### src/sv/bsamp_pkg.sv
// Shared types and constants for the bounded uniform sampler.
// No dependencies; used by bsamp_cfg and bounded_uniform_sampler_top.
package bsamp_pkg;

  // Register indexes of the configuration port
  localparam int unsigned REG_BOUND = 0;

  // Status passed from the register block to the datapath
  typedef struct packed {
    logic busy;        // rejection threshold is being computed
    logic small_bound; // bound is zero or one: every result is zero
  } cfg_status_t;

endpackage

### src/sv/bsamp_cfg.sv
// Bound register with readback, APB-style write decode and the serial threshold divider.
// Depends on bsamp_pkg.
module bsamp_cfg #(
  parameter int WORD_BITS = 32,
  parameter int DATA_BITS = 32,
  parameter int ADDR_BITS = 3
) (
  input  logic                    clk,
  input  logic                    rst,
  input  logic                    psel,
  input  logic                    penable,
  input  logic                    pwrite,
  input  logic [ADDR_BITS-1:0]    paddr,
  input  logic [DATA_BITS-1:0]    pwdata,
  output logic [DATA_BITS-1:0]    prdata,
  output logic [WORD_BITS-1:0]    bound,
  output logic [WORD_BITS-1:0]    threshold,
  output bsamp_pkg::cfg_status_t  status
);

  localparam int BYTE_STEP   = DATA_BITS / 8;
  localparam int OFFSET_BITS = $clog2(BYTE_STEP);
  localparam int CNT_BITS    = (WORD_BITS > 1) ? $clog2(WORD_BITS) : 1;

  logic                 write_en;
  logic [WORD_BITS-1:0] new_bound;
  logic                 busy;
  logic [CNT_BITS-1:0]  cnt;
  logic [WORD_BITS-1:0] dividend;
  logic [WORD_BITS-1:0] rem;
  logic [WORD_BITS:0]   shifted;
  logic [WORD_BITS:0]   diff;
  logic [WORD_BITS-1:0] rem_next;

  // Decode a write transaction to the bound register by its word index
  assign write_en  = psel && penable && pwrite &&
                     (paddr[ADDR_BITS-1:OFFSET_BITS] ==
                      (ADDR_BITS-OFFSET_BITS)'(bsamp_pkg::REG_BOUND));
  assign new_bound = pwdata[WORD_BITS-1:0];

  // One restoring division step on (2^W - bound) per cycle while busy
  always_comb begin
    shifted = {rem, dividend[WORD_BITS-1]};
    diff    = shifted - {1'b0, bound};
    if (shifted >= {1'b0, bound}) begin
      rem_next = diff[WORD_BITS-1:0];
    end else begin
      rem_next = shifted[WORD_BITS-1:0];
    end
  end

  // Hold the bound; start the threshold computation on each write of a bound of two or more
  always_ff @(posedge clk) begin
    if (rst) begin
      bound    <= '0;
      busy     <= 1'b0;
      cnt      <= '0;
      rem      <= '0;
      dividend <= '0;
    end else if (write_en) begin
      bound    <= new_bound;
      busy     <= (new_bound > WORD_BITS'(1));
      cnt      <= '0;
      rem      <= '0;
      dividend <= '0 - new_bound;
    end else if (busy) begin
      rem      <= rem_next;
      dividend <= {dividend[WORD_BITS-2:0], 1'b0};
      cnt      <= cnt + CNT_BITS'(1);
      if (cnt == CNT_BITS'(WORD_BITS - 1)) begin
        busy <= 1'b0;
      end
    end
  end

  assign threshold          = rem;
  assign status.busy        = busy;
  assign status.small_bound = (bound < WORD_BITS'(2));
  assign prdata             = DATA_BITS'(bound);

endmodule

### src/sv/bsamp_div_stage.sv
// One pipeline stage of the remainder unit: shifts in one word bit per stage.
// No package dependencies.
module bsamp_div_stage #(
  parameter int WORD_BITS = 32,
  parameter int STAGE     = 0
) (
  input  logic                 clk,
  input  logic                 rst,
  input  logic [WORD_BITS-1:0] bound,
  input  logic                 up_valid,
  output logic                 up_ready,
  input  logic [WORD_BITS-1:0] up_word,
  input  logic [WORD_BITS-1:0] up_rem,
  output logic                 down_valid,
  input  logic                 down_ready,
  output logic [WORD_BITS-1:0] down_word,
  output logic [WORD_BITS-1:0] down_rem
);

  localparam int BIT = WORD_BITS - 1 - STAGE;

  logic [WORD_BITS:0]   shifted;
  logic [WORD_BITS:0]   diff;
  logic [WORD_BITS-1:0] rem_next;

  // Bring down the next dividend bit and subtract the bound when it fits
  always_comb begin
    shifted = {up_rem, up_word[BIT]};
    diff    = shifted - {1'b0, bound};
    if (shifted >= {1'b0, bound}) begin
      rem_next = diff[WORD_BITS-1:0];
    end else begin
      rem_next = shifted[WORD_BITS-1:0];
    end
  end

  // Take a new transaction when empty or when the next stage moves
  assign up_ready = !down_valid || down_ready;

  always_ff @(posedge clk) begin
    if (rst) begin
      down_valid <= 1'b0;
    end else if (up_ready) begin
      down_valid <= up_valid;
    end
  end

  always_ff @(posedge clk) begin
    if (up_ready && up_valid) begin
      down_word <= up_word;
      down_rem  <= rem_next;
    end
  end

endmodule

### src/sv/bounded_uniform_sampler_top.sv
// Bounded uniform sampler: random words in, unbiased values below a bound out.
// Uses bsamp_pkg, bsamp_cfg and bsamp_div_stage.
//
// Usage:
//   Write the bound register at byte address 0 of the APB-style port (4*i
//   addressing for the default 32-bit word). After a write with a bound of two or more
//   the rejection threshold (2^W - bound) mod bound is computed serially
//   by the register block; word_stall is high meanwhile.
//   Random words enter on random_word with word_valid/word_stall. A word below
//   the threshold is accepted and dropped. Every other word leaves on
//   bounded_value with value_valid/value_stall as word mod bound. A bound of
//   zero or one gives zero for every word.
// Timing:
//   One word per cycle sustained while no threshold is computed and value_stall is low.
//   The remainder is a pipeline of WORD_BITS restoring-division stages, one bit per
//   stage; a kept word is registered by each stage in turn, ending on bounded_value.
// Reset and stall:
//   rst clears the bound to zero and empties the pipeline. While the receiver
//   stalls, the last stage holds its result and earlier stages keep filling
//   empty slots; the stall reaches word_stall only once every stage is full.
module bounded_uniform_sampler_top #(
  parameter  int WORD_BITS = 32,
  localparam int DATA_BITS = (WORD_BITS > 32) ? 64 : 32,
  localparam int ADDR_BITS = (WORD_BITS > 32) ? 4 : 3
) (
  input  logic                 clk,
  input  logic                 rst,
  input  logic                 psel,
  input  logic                 penable,
  input  logic                 pwrite,
  input  logic [ADDR_BITS-1:0] paddr,
  input  logic [DATA_BITS-1:0] pwdata,
  output logic [DATA_BITS-1:0] prdata,
  output logic                 pready,
  input  logic [WORD_BITS-1:0] random_word,
  input  logic                 word_valid,
  output logic                 word_stall,
  output logic [WORD_BITS-1:0] bounded_value,
  output logic                 value_valid,
  input  logic                 value_stall
);

  logic [WORD_BITS-1:0]   bound;
  logic [WORD_BITS-1:0]   threshold;
  bsamp_pkg::cfg_status_t status;

  logic [WORD_BITS:0]     stg_valid;
  logic [WORD_BITS:0]     stg_ready;
  logic [WORD_BITS-1:0]   stg_word [WORD_BITS+1];
  logic [WORD_BITS-1:0]   stg_rem  [WORD_BITS+1];
  logic                   keep;

  assign pready = 1'b1;

  bsamp_cfg #(
    .WORD_BITS (WORD_BITS),
    .DATA_BITS (DATA_BITS),
    .ADDR_BITS (ADDR_BITS)
  ) u_cfg (
    .clk       (clk),
    .rst       (rst),
    .psel      (psel),
    .penable   (penable),
    .pwrite    (pwrite),
    .paddr     (paddr),
    .pwdata    (pwdata),
    .prdata    (prdata),
    .bound     (bound),
    .threshold (threshold),
    .status    (status)
  );

  // Drop words below the threshold at the entry; hold input while threshold runs
  assign keep         = status.small_bound || (random_word >= threshold);
  assign word_stall   = status.busy || !stg_ready[0];
  assign stg_valid[0] = word_valid && !status.busy && keep;
  assign stg_word[0]  = random_word;
  assign stg_rem[0]   = '0;

  // Remainder pipeline, one dividend bit per stage
  for (genvar s = 0; s < WORD_BITS; s++) begin : g_stage
    bsamp_div_stage #(
      .WORD_BITS (WORD_BITS),
      .STAGE     (s)
    ) u_stage (
      .clk        (clk),
      .rst        (rst),
      .bound      (bound),
      .up_valid   (stg_valid[s]),
      .up_ready   (stg_ready[s]),
      .up_word    (stg_word[s]),
      .up_rem     (stg_rem[s]),
      .down_valid (stg_valid[s+1]),
      .down_ready (stg_ready[s+1]),
      .down_word  (stg_word[s+1]),
      .down_rem   (stg_rem[s+1])
    );
  end

  // Present the last stage; a bound below two forces zero
  assign stg_ready[WORD_BITS] = !value_stall;
  assign value_valid          = stg_valid[WORD_BITS];
  assign bounded_value        = status.small_bound ? '0 : stg_rem[WORD_BITS];

endmodule

### config.mk
export PLATFORM = sky130hd
export DESIGN_NAME = bounded_uniform_sampler_top
export DESIGN_NICKNAME = d
export VERILOG_FILES = /design/src/sv/bsamp_pkg.sv /design/src/sv/bsamp_cfg.sv /design/src/sv/bsamp_div_stage.sv /design/src/sv/bounded_uniform_sampler_top.sv
export SDC_FILE = /design/constraint.sdc
export NUM_CORES = 2
export LEC_CHECK = 0
export ABC_AREA = 1
export BUFFER_PORTS_ARGS = -buffer_cell sky130_fd_sc_hd__buf_2
export CELL_PAD_IN_SITES_DETAIL_PLACEMENT = 2
export CELL_PAD_IN_SITES_GLOBAL_PLACEMENT = 2
export CORE_ASPECT_RATIO = 1.5
export CORE_MARGIN = 1
export CORE_UTILIZATION = 38
export CTS_CLUSTER_SIZE = 16
export DETAILED_ROUTE_END_ITERATION = 6
export PLACE_DENSITY = 0.85
export SYNTH_ARGS = -nofsm -noshare
export SYNTH_HDL_FRONTEND = slang
export SYNTH_SLANG_ARGS = --single-unit
### constraint.sdc
create_clock -name clk -period 6 [get_ports clk]
set_input_delay 1.2 -clock clk [delete_from_list [all_inputs] [get_ports clk]]
set_output_delay 1.2 -clock clk [all_outputs]
set_load 0.005 [all_outputs]
### After elaboration in Yosys (flattened, before gate mapping)

Index checks and enable logic that the tools add are counted.

* register bits after elaboration: 1654
* input port bits: 74
* output and inout port bits: 67
* logic and storage cells: 321

* add/subtract/negate cells: 35
* order comparisons: 36
* eq/ne operators: 1
* muxes and demuxes: 39
* bitwise operators: 1
* reductions and logical operators: 108

Operators by type and width (number)
* 32-bit two-way mux: 35
* 33-bit by 32-bit greater-or-equal comparator with 1-bit output: 32
* 32-bit subtractor: 32
* 1-bit logical AND: 37
* 1-bit zero test: 35
* 1-bit logical OR: 34
* 1-bit by 32-bit greater-or-equal comparator with 1-bit output: 1
* 32-bit greater-or-equal comparator: 1
* 32-bit by 1-bit > comparator with 1-bit output (second input constant): 1
* 32-bit by 2-bit less-than comparator with 1-bit output (second input constant): 1
* 1-bit by 32-bit subtractor with 32-bit output: 1
* 1-bit by 32-bit subtractor with 32-bit output (first input constant): 1
* 5-bit by 1-bit adder with 5-bit output (second input constant): 1
* 5-bit == test (second input constant): 1
* 1-bit two-way mux: 4
* 2-bit nonzero test: 1
* 2-bit OR reduction: 1
* 1-bit inverter: 1

### Longest topological paths before layout

* depth in word-level cells: 35
* gate-level depth with buffers: 26
* depth with buffers taken out: 26

### By module

Synthesis repeated with hierarchy kept, for this count alone.

* cells, all modules: 24680
* area total of the unflattened synthesis: 174721.3 um^2

By module, submodules not included
* bsamp_div_stage: instances 32, cells an instance 723, area each 5168.7 um^2, seq. area each 1941.9 um^2
* bsamp_cfg: instances 1, cells an instance 1326, area each 8154.1 um^2, seq. area each 2042.0 um^2
* bounded_uniform_sampler_top: instances 1, cells an instance 218, area each 1168.6 um^2, seq. area each 0.0 um^2

### Worst setup path before layout

Ideal clock, no wire load.

* path type: register to register
* from: register u_cfg.bound[1]
* to: register g_stage[0].u_stage.down_rem[0] (enable)
* library setup time: 0.522 ns
* arrival time: 6.173 ns
* required time: 5.478 ns
* setup slack: -0.695 ns
* cell stages (with the launch flop): 6
* buffers on the path: 0
* period minus slack after synthesis: 6.695 ns
* cell sequence: dfxtp_1 inv_1 nand4_1 nor3_1 o311ai_0 a31oi_1

* cells in the longest elaborated chain, start to end: 4

Ends and longest elaborated chain
* start: declaration: line bsamp_cfg.sv:16 `output logic [WORD_BITS-1:0] bound,`
* start signal: assignment: line bsamp_cfg.sv:61 `bound <= new_bound;`
* 32-bit by 2-bit less-than comparator with 1-bit output: line bsamp_cfg.sv:78 `assign status.small_bound = (bound < WORD_BITS'(2));`
* 1-bit logical OR: line bounded_uniform_sampler_top.sv:74 `assign keep = status.small_bound || (random_word >= threshold);`
* 1-bit logical AND: line bounded_uniform_sampler_top.sv:76 `assign stg_valid[0] = word_valid && !status.busy && keep;`
* 1-bit logical AND: line bsamp_div_stage.sv:49 `if (up_ready && up_valid) begin`
* end signal: assignment: line bsamp_div_stage.sv:51 `down_rem <= rem_next;`
* end: declaration: line bsamp_div_stage.sv:17 `output logic [WORD_BITS-1:0] down_rem`

Every way passes these cells.
A chain may end at the register's enable or synchronous reset.

### Worst setup path after layout

* from: register u_cfg.bound[4]
* to: register g_stage[10].u_stage.down_rem[17], data pin

* cells in the longest elaborated chain, start to end: 2
* elaborated cells between the ends (all ways): 3
* classes of those cells: add/sub: 1; order compare: 1; mux: 1

Ends and longest elaborated chain
* 32-bit subtractor or 33-bit by 32-bit greater-or-equal comparator with 1-bit output (tied branches): line bsamp_div_stage.sv:29, bsamp_div_stage.sv:30
* 32-bit two-way mux (*): line bsamp_div_stage.sv:30 `if (shifted >= {1'b0, bound}) begin`
* named net g_stage[10].u_stage.rem_next[17]: line bsamp_div_stage.sv:24 `logic [WORD_BITS-1:0] rem_next;`
* end signal: assignment: line bsamp_div_stage.sv:51
* end: declaration: line bsamp_div_stage.sv:17

Mark *: on every way through the listed nets, which the timed path passes. The rest lies on a longest branch.

==> results.py <==
metrics = {
    "clocking": {
        "clockBufferDepth": 4,
        "clk_pin_slew_worst_paths_ns": 0.09,
        "post_cts_buffers": 0,
        "cts.sinks": 1654,
        "clk-insertion-delay-late_ns": 0.97,
        "cts_tree": "built",
        "cts_buffers": 190,
        "root_buffer": "clkbuf_16",
        "htree_levels": 4,
    },
    "setup_path": {
        "critPathMaxFanout": 37,
        "cp.arrival_ns": 6.59,
        "crit_type": "flip-flop to flip-flop",
        "reg2reg_slack_ns": 0.004,
        "r2r-start": "u_cfg.bound[4]",
        "r2r_cells": 19,
        "reg2reg_to": "g_stage[10].u_stage.down_rem[17]",
        "worstPathRequired_ns": 6.60,
        "end_kind": "flip-flop",
        "cp-start-kind": "flip-flop",
    },
    "synthesis": {
        "synth_top_family_by_area": "compound AO/OA/AOI/OAI gates",
        "synthAdderAreaFrac": 0.128,
        "ys_ff_latch": 1654,
        "synth_compound_area_frac": 0.173,
        "synth_edf_count": 1520,
        "synth_top_flop_cell": "edfxtp_1",
        "yosysMostFrequentCell": "nand2_1",
        "synth_area_leader_cell": "edfxtp_1",
        "synthArstFlopShare": 0,
        "synth_cell_types": 69,
        "synth_top_cells_by_count": "2,384 x nand2_1, 1,520 x edfxtp_1, 1,319 x o21ai_0, 1,217 x a21oi_1, 1,062 x ha_1",
        "synthXorXnorAreaFrac": 0.0760,
        "synth_simple_gate_area_frac": 0.139,
        "yosys.area.top_type_share": 0.421,
        "syn-num-nets": 12971,
        "synth_area_um2": 109000,
        "yosys-top-cells-area": "edfxtp_1 42%, ha_1 12%, nand2_1 8.2%",
        "synthCells": 11803,
        "postSynthAreaPerCell_um2": 9.20,
        "ys_seq_area_frac": 0.445,
        "yosysWarnings": 0,
        "synthMuxAreaShare": 0,
    },
    "floorplanning": {
        "die_h_um": 657,
        "ioPinCount": 141,
        "core_area_um2": 284000,
        "rows": 240,
        "dieArea_um2": 288000,
        "die_w_um": 438,
        "start_util": 0.382,
    },
    "detailed_routing": {
        "viasPerCell": 6.06,
        "drc": 0,
        "routed_wirelength_um": 490000,
        "routedWlPerCell_um": 30.6,
        "first_pass_iters": 5,
        "antenna_left": 0,
        "drtIter0Drc": 6037,
        "vias": 96873,
    },
    "timing": {
        "timing.final.crit_share": 0.999,
        "max_freq_mhz": 167,
        "worst_pin_slew_ns": 1.38,
        "setup_viol": 0,
        "layout_setup_ws_ns": 0.00404,
        "fin_crit_ns": 6.00,
        "slew_headroom": 0.0760,
        "finalSetupTns_ns": 0,
        "hold_violations": 0,
        "slew_viol_final": 0,
        "skew_ns": 0.137,
    },
    "hold_path": {
        "hp-class": "flip-flop to flip-flop",
        "holdPathStages": 0,
        "hold_path_end": "g_stage[5].u_stage.down_word[18]",
        "min_from": "g_stage[4].u_stage.down_word[18]",
    },
    "placement": {
        "place_ws_ns": 0.173,
        "dpl.cell_count": 15619,
        "gp_congestion": 0.920,
        "hpwl_um": 355000,
        "port_buffers": 137,
    },
    "status": {
        "status": "completed",
    },
    "layout": {
        "nets": 13230,
        "multi_input_area_um2": 56200,
        "drive_gt1_frac": 0.0706,
        "final_cell_count_no_fill": 15976,
        "regArea_um2": 48300,
        "fill_cells": 30577,
        "syn_to_final_growth_pct": 11.3,
    },
    "grt": {
        "grt_pass1_wl_um": 714000,
        "grt-ovfl-total": 0,
        "antenna_found_initial": 37,
        "grt_pass1_vias": 109882,
        "grt_usage": 0.331,
        "grt_max_degree": 65,
    },
    "power": {
        "switchingPower_mw": 8.91,
        "switching_share": 0.296,
        "p_comb_frac": 0.163,
        "finalPower_mw": 30.1,
        "power_frac_clock": 0.405,
        "seqPwrFrac": 0.432,
        "peakVddDrop_uv": 285,
        "powerDensity_nw_per_um2": 249,
        "internal_power_mw": 21.2,
        "p_leak_nw": 45.5,
    },
    "job": {
        "drv_cap": 0,
    },
}
==> routing by layer <==
layer  global-route usage  vias up  wire [um]
met3               0.0695     2163      27000
met1                0.305    48522     158000
met4                0.313       24      54100
met5                    0        -        162
met2                0.599     3648     251000
li1                     -    42516          -
==> registers in the layout, summed over array words and instances (netlist names) <==
signal / flops
g_stage.u_stage.down_rem: 1024
g_stage.u_stage.down_word: 496
g_stage.u_stage.down_valid: 32
u_cfg.bound: 32
u_cfg.dividend: 32
u_cfg.threshold: 32
u_cfg.cnt: 5
u_cfg.busy: 1
==> per-stage QoR <==
| stage | hold WS [ns] | util | instance area [um^2] |
|---|---|---|---|
| after detailed placement | 0.405 | 0.403 | 115000 |
| after CTS | 0.376 | 0.424 | 121000 |
| after global routing | 0.383 | 0.425 | 121000 |
| final | 0.359 | 0.425 | 121000 |
| after floorplan | 0.400 | - | 109000 |
| after global placement | 0.401 | 0.403 | 115000 |
==> power by group through the flow <==
stage / Clock (mW) / Combinational [mW] / Sequential [mW]
2_1_floorplan: 0 / 2.97 / 13.1
3_3_place_gp: 0 / 4.19 / 13.2
3_5_place_dp: 0 / 4.62 / 13.2
4_1_cts: 12.3 / 4.78 / 13.0
5_1_grt: 12.6 / 5.19 / 13.0
6_report: 12.2 / 4.89 / 13.0
==> worst max path at each step <==
stage / start / depth (start not counted) / endpoint
after global placement: value_stall / 20 / word_stall
after CTS: u_cfg.bound[2] / 18 / g_stage[12].u_stage.down_rem[25]
after floorplan: value_stall / 17 / g_stage[1].u_stage.down_rem[0]
after global routing: g_stage[31].u_stage.down_valid / 19 / word_stall
after detailed placement: value_stall / 20 / word_stall
final: u_cfg.bound[4] / 19 / g_stage[10].u_stage.down_rem[17]
==> final cells by class <==
class                      count  share of cell area
multi-input combinational   9091               0.465
sequential                  1654               0.400
clock buffer                 237              0.0419
tap                         3751              0.0389
inverter                     814              0.0259
timing repair buffer         311              0.0187
clock inverter                99             0.00857
antenna                       19            0.000394
==> critical path, stage by stage (launching register included) <==
cell	delay (ns)
dfxtp_1	0.35
clkinv_2	0.78
ha_1	0.78
nand2_1	0.08
inv_1	0.08
a21oi_1	0.10
o21ai_0	0.37
a21boi_1	0.20
o21ai_1	0.43
nand3_1	0.15
nand2_1	0.17
nand3_1	0.11
nand2_1	0.11
nand3_1	0.09
nand2_1	0.13
nand2_1	0.12
nand2_1	0.14
clkinv_1	0.13
buf_4	0.29
o21ai_0	1.01
==> what timing repair did <==
action	in CTS	in global routing
hold buffers	0	0
gates resized for setup	0	10
setup endpoints to repair	0	12
==> logic make-up (layout without fill, tap and decap cells) <==
| kind of cell | Yosys count | after routing |
|---|---|---|
| simple gates | 3708 | 3708 |
| compound gates | 3346 | 3346 |
| flops | 1654 | 1654 |
| fa+ha+maj | 1094 | 1094 |
| buf+inv | 1058 | 1461 |
| xor+xnor | 942 | 942 |
| other cells | 1 | 20 |
==> layout by cell type, fill, tap and decap left out, types with 192 or more instances in the layout <==
cell / netlist / final
o21ai_0: 1319 / 1316
edfxtp_1: 1520 / 1520
inv_1: 790 / 751
nor2_1: 751 / 739
ha_1: 1062 / 1062
nand3_1: 227 / 226
xnor2_1: 538 / 538
a21oi_1: 1217 / 1212
nand2_1: 2384 / 2383
clkbuf_16: 0 / 192
xor2_1: 404 / 403
Power figures use the tool's default switching activity.
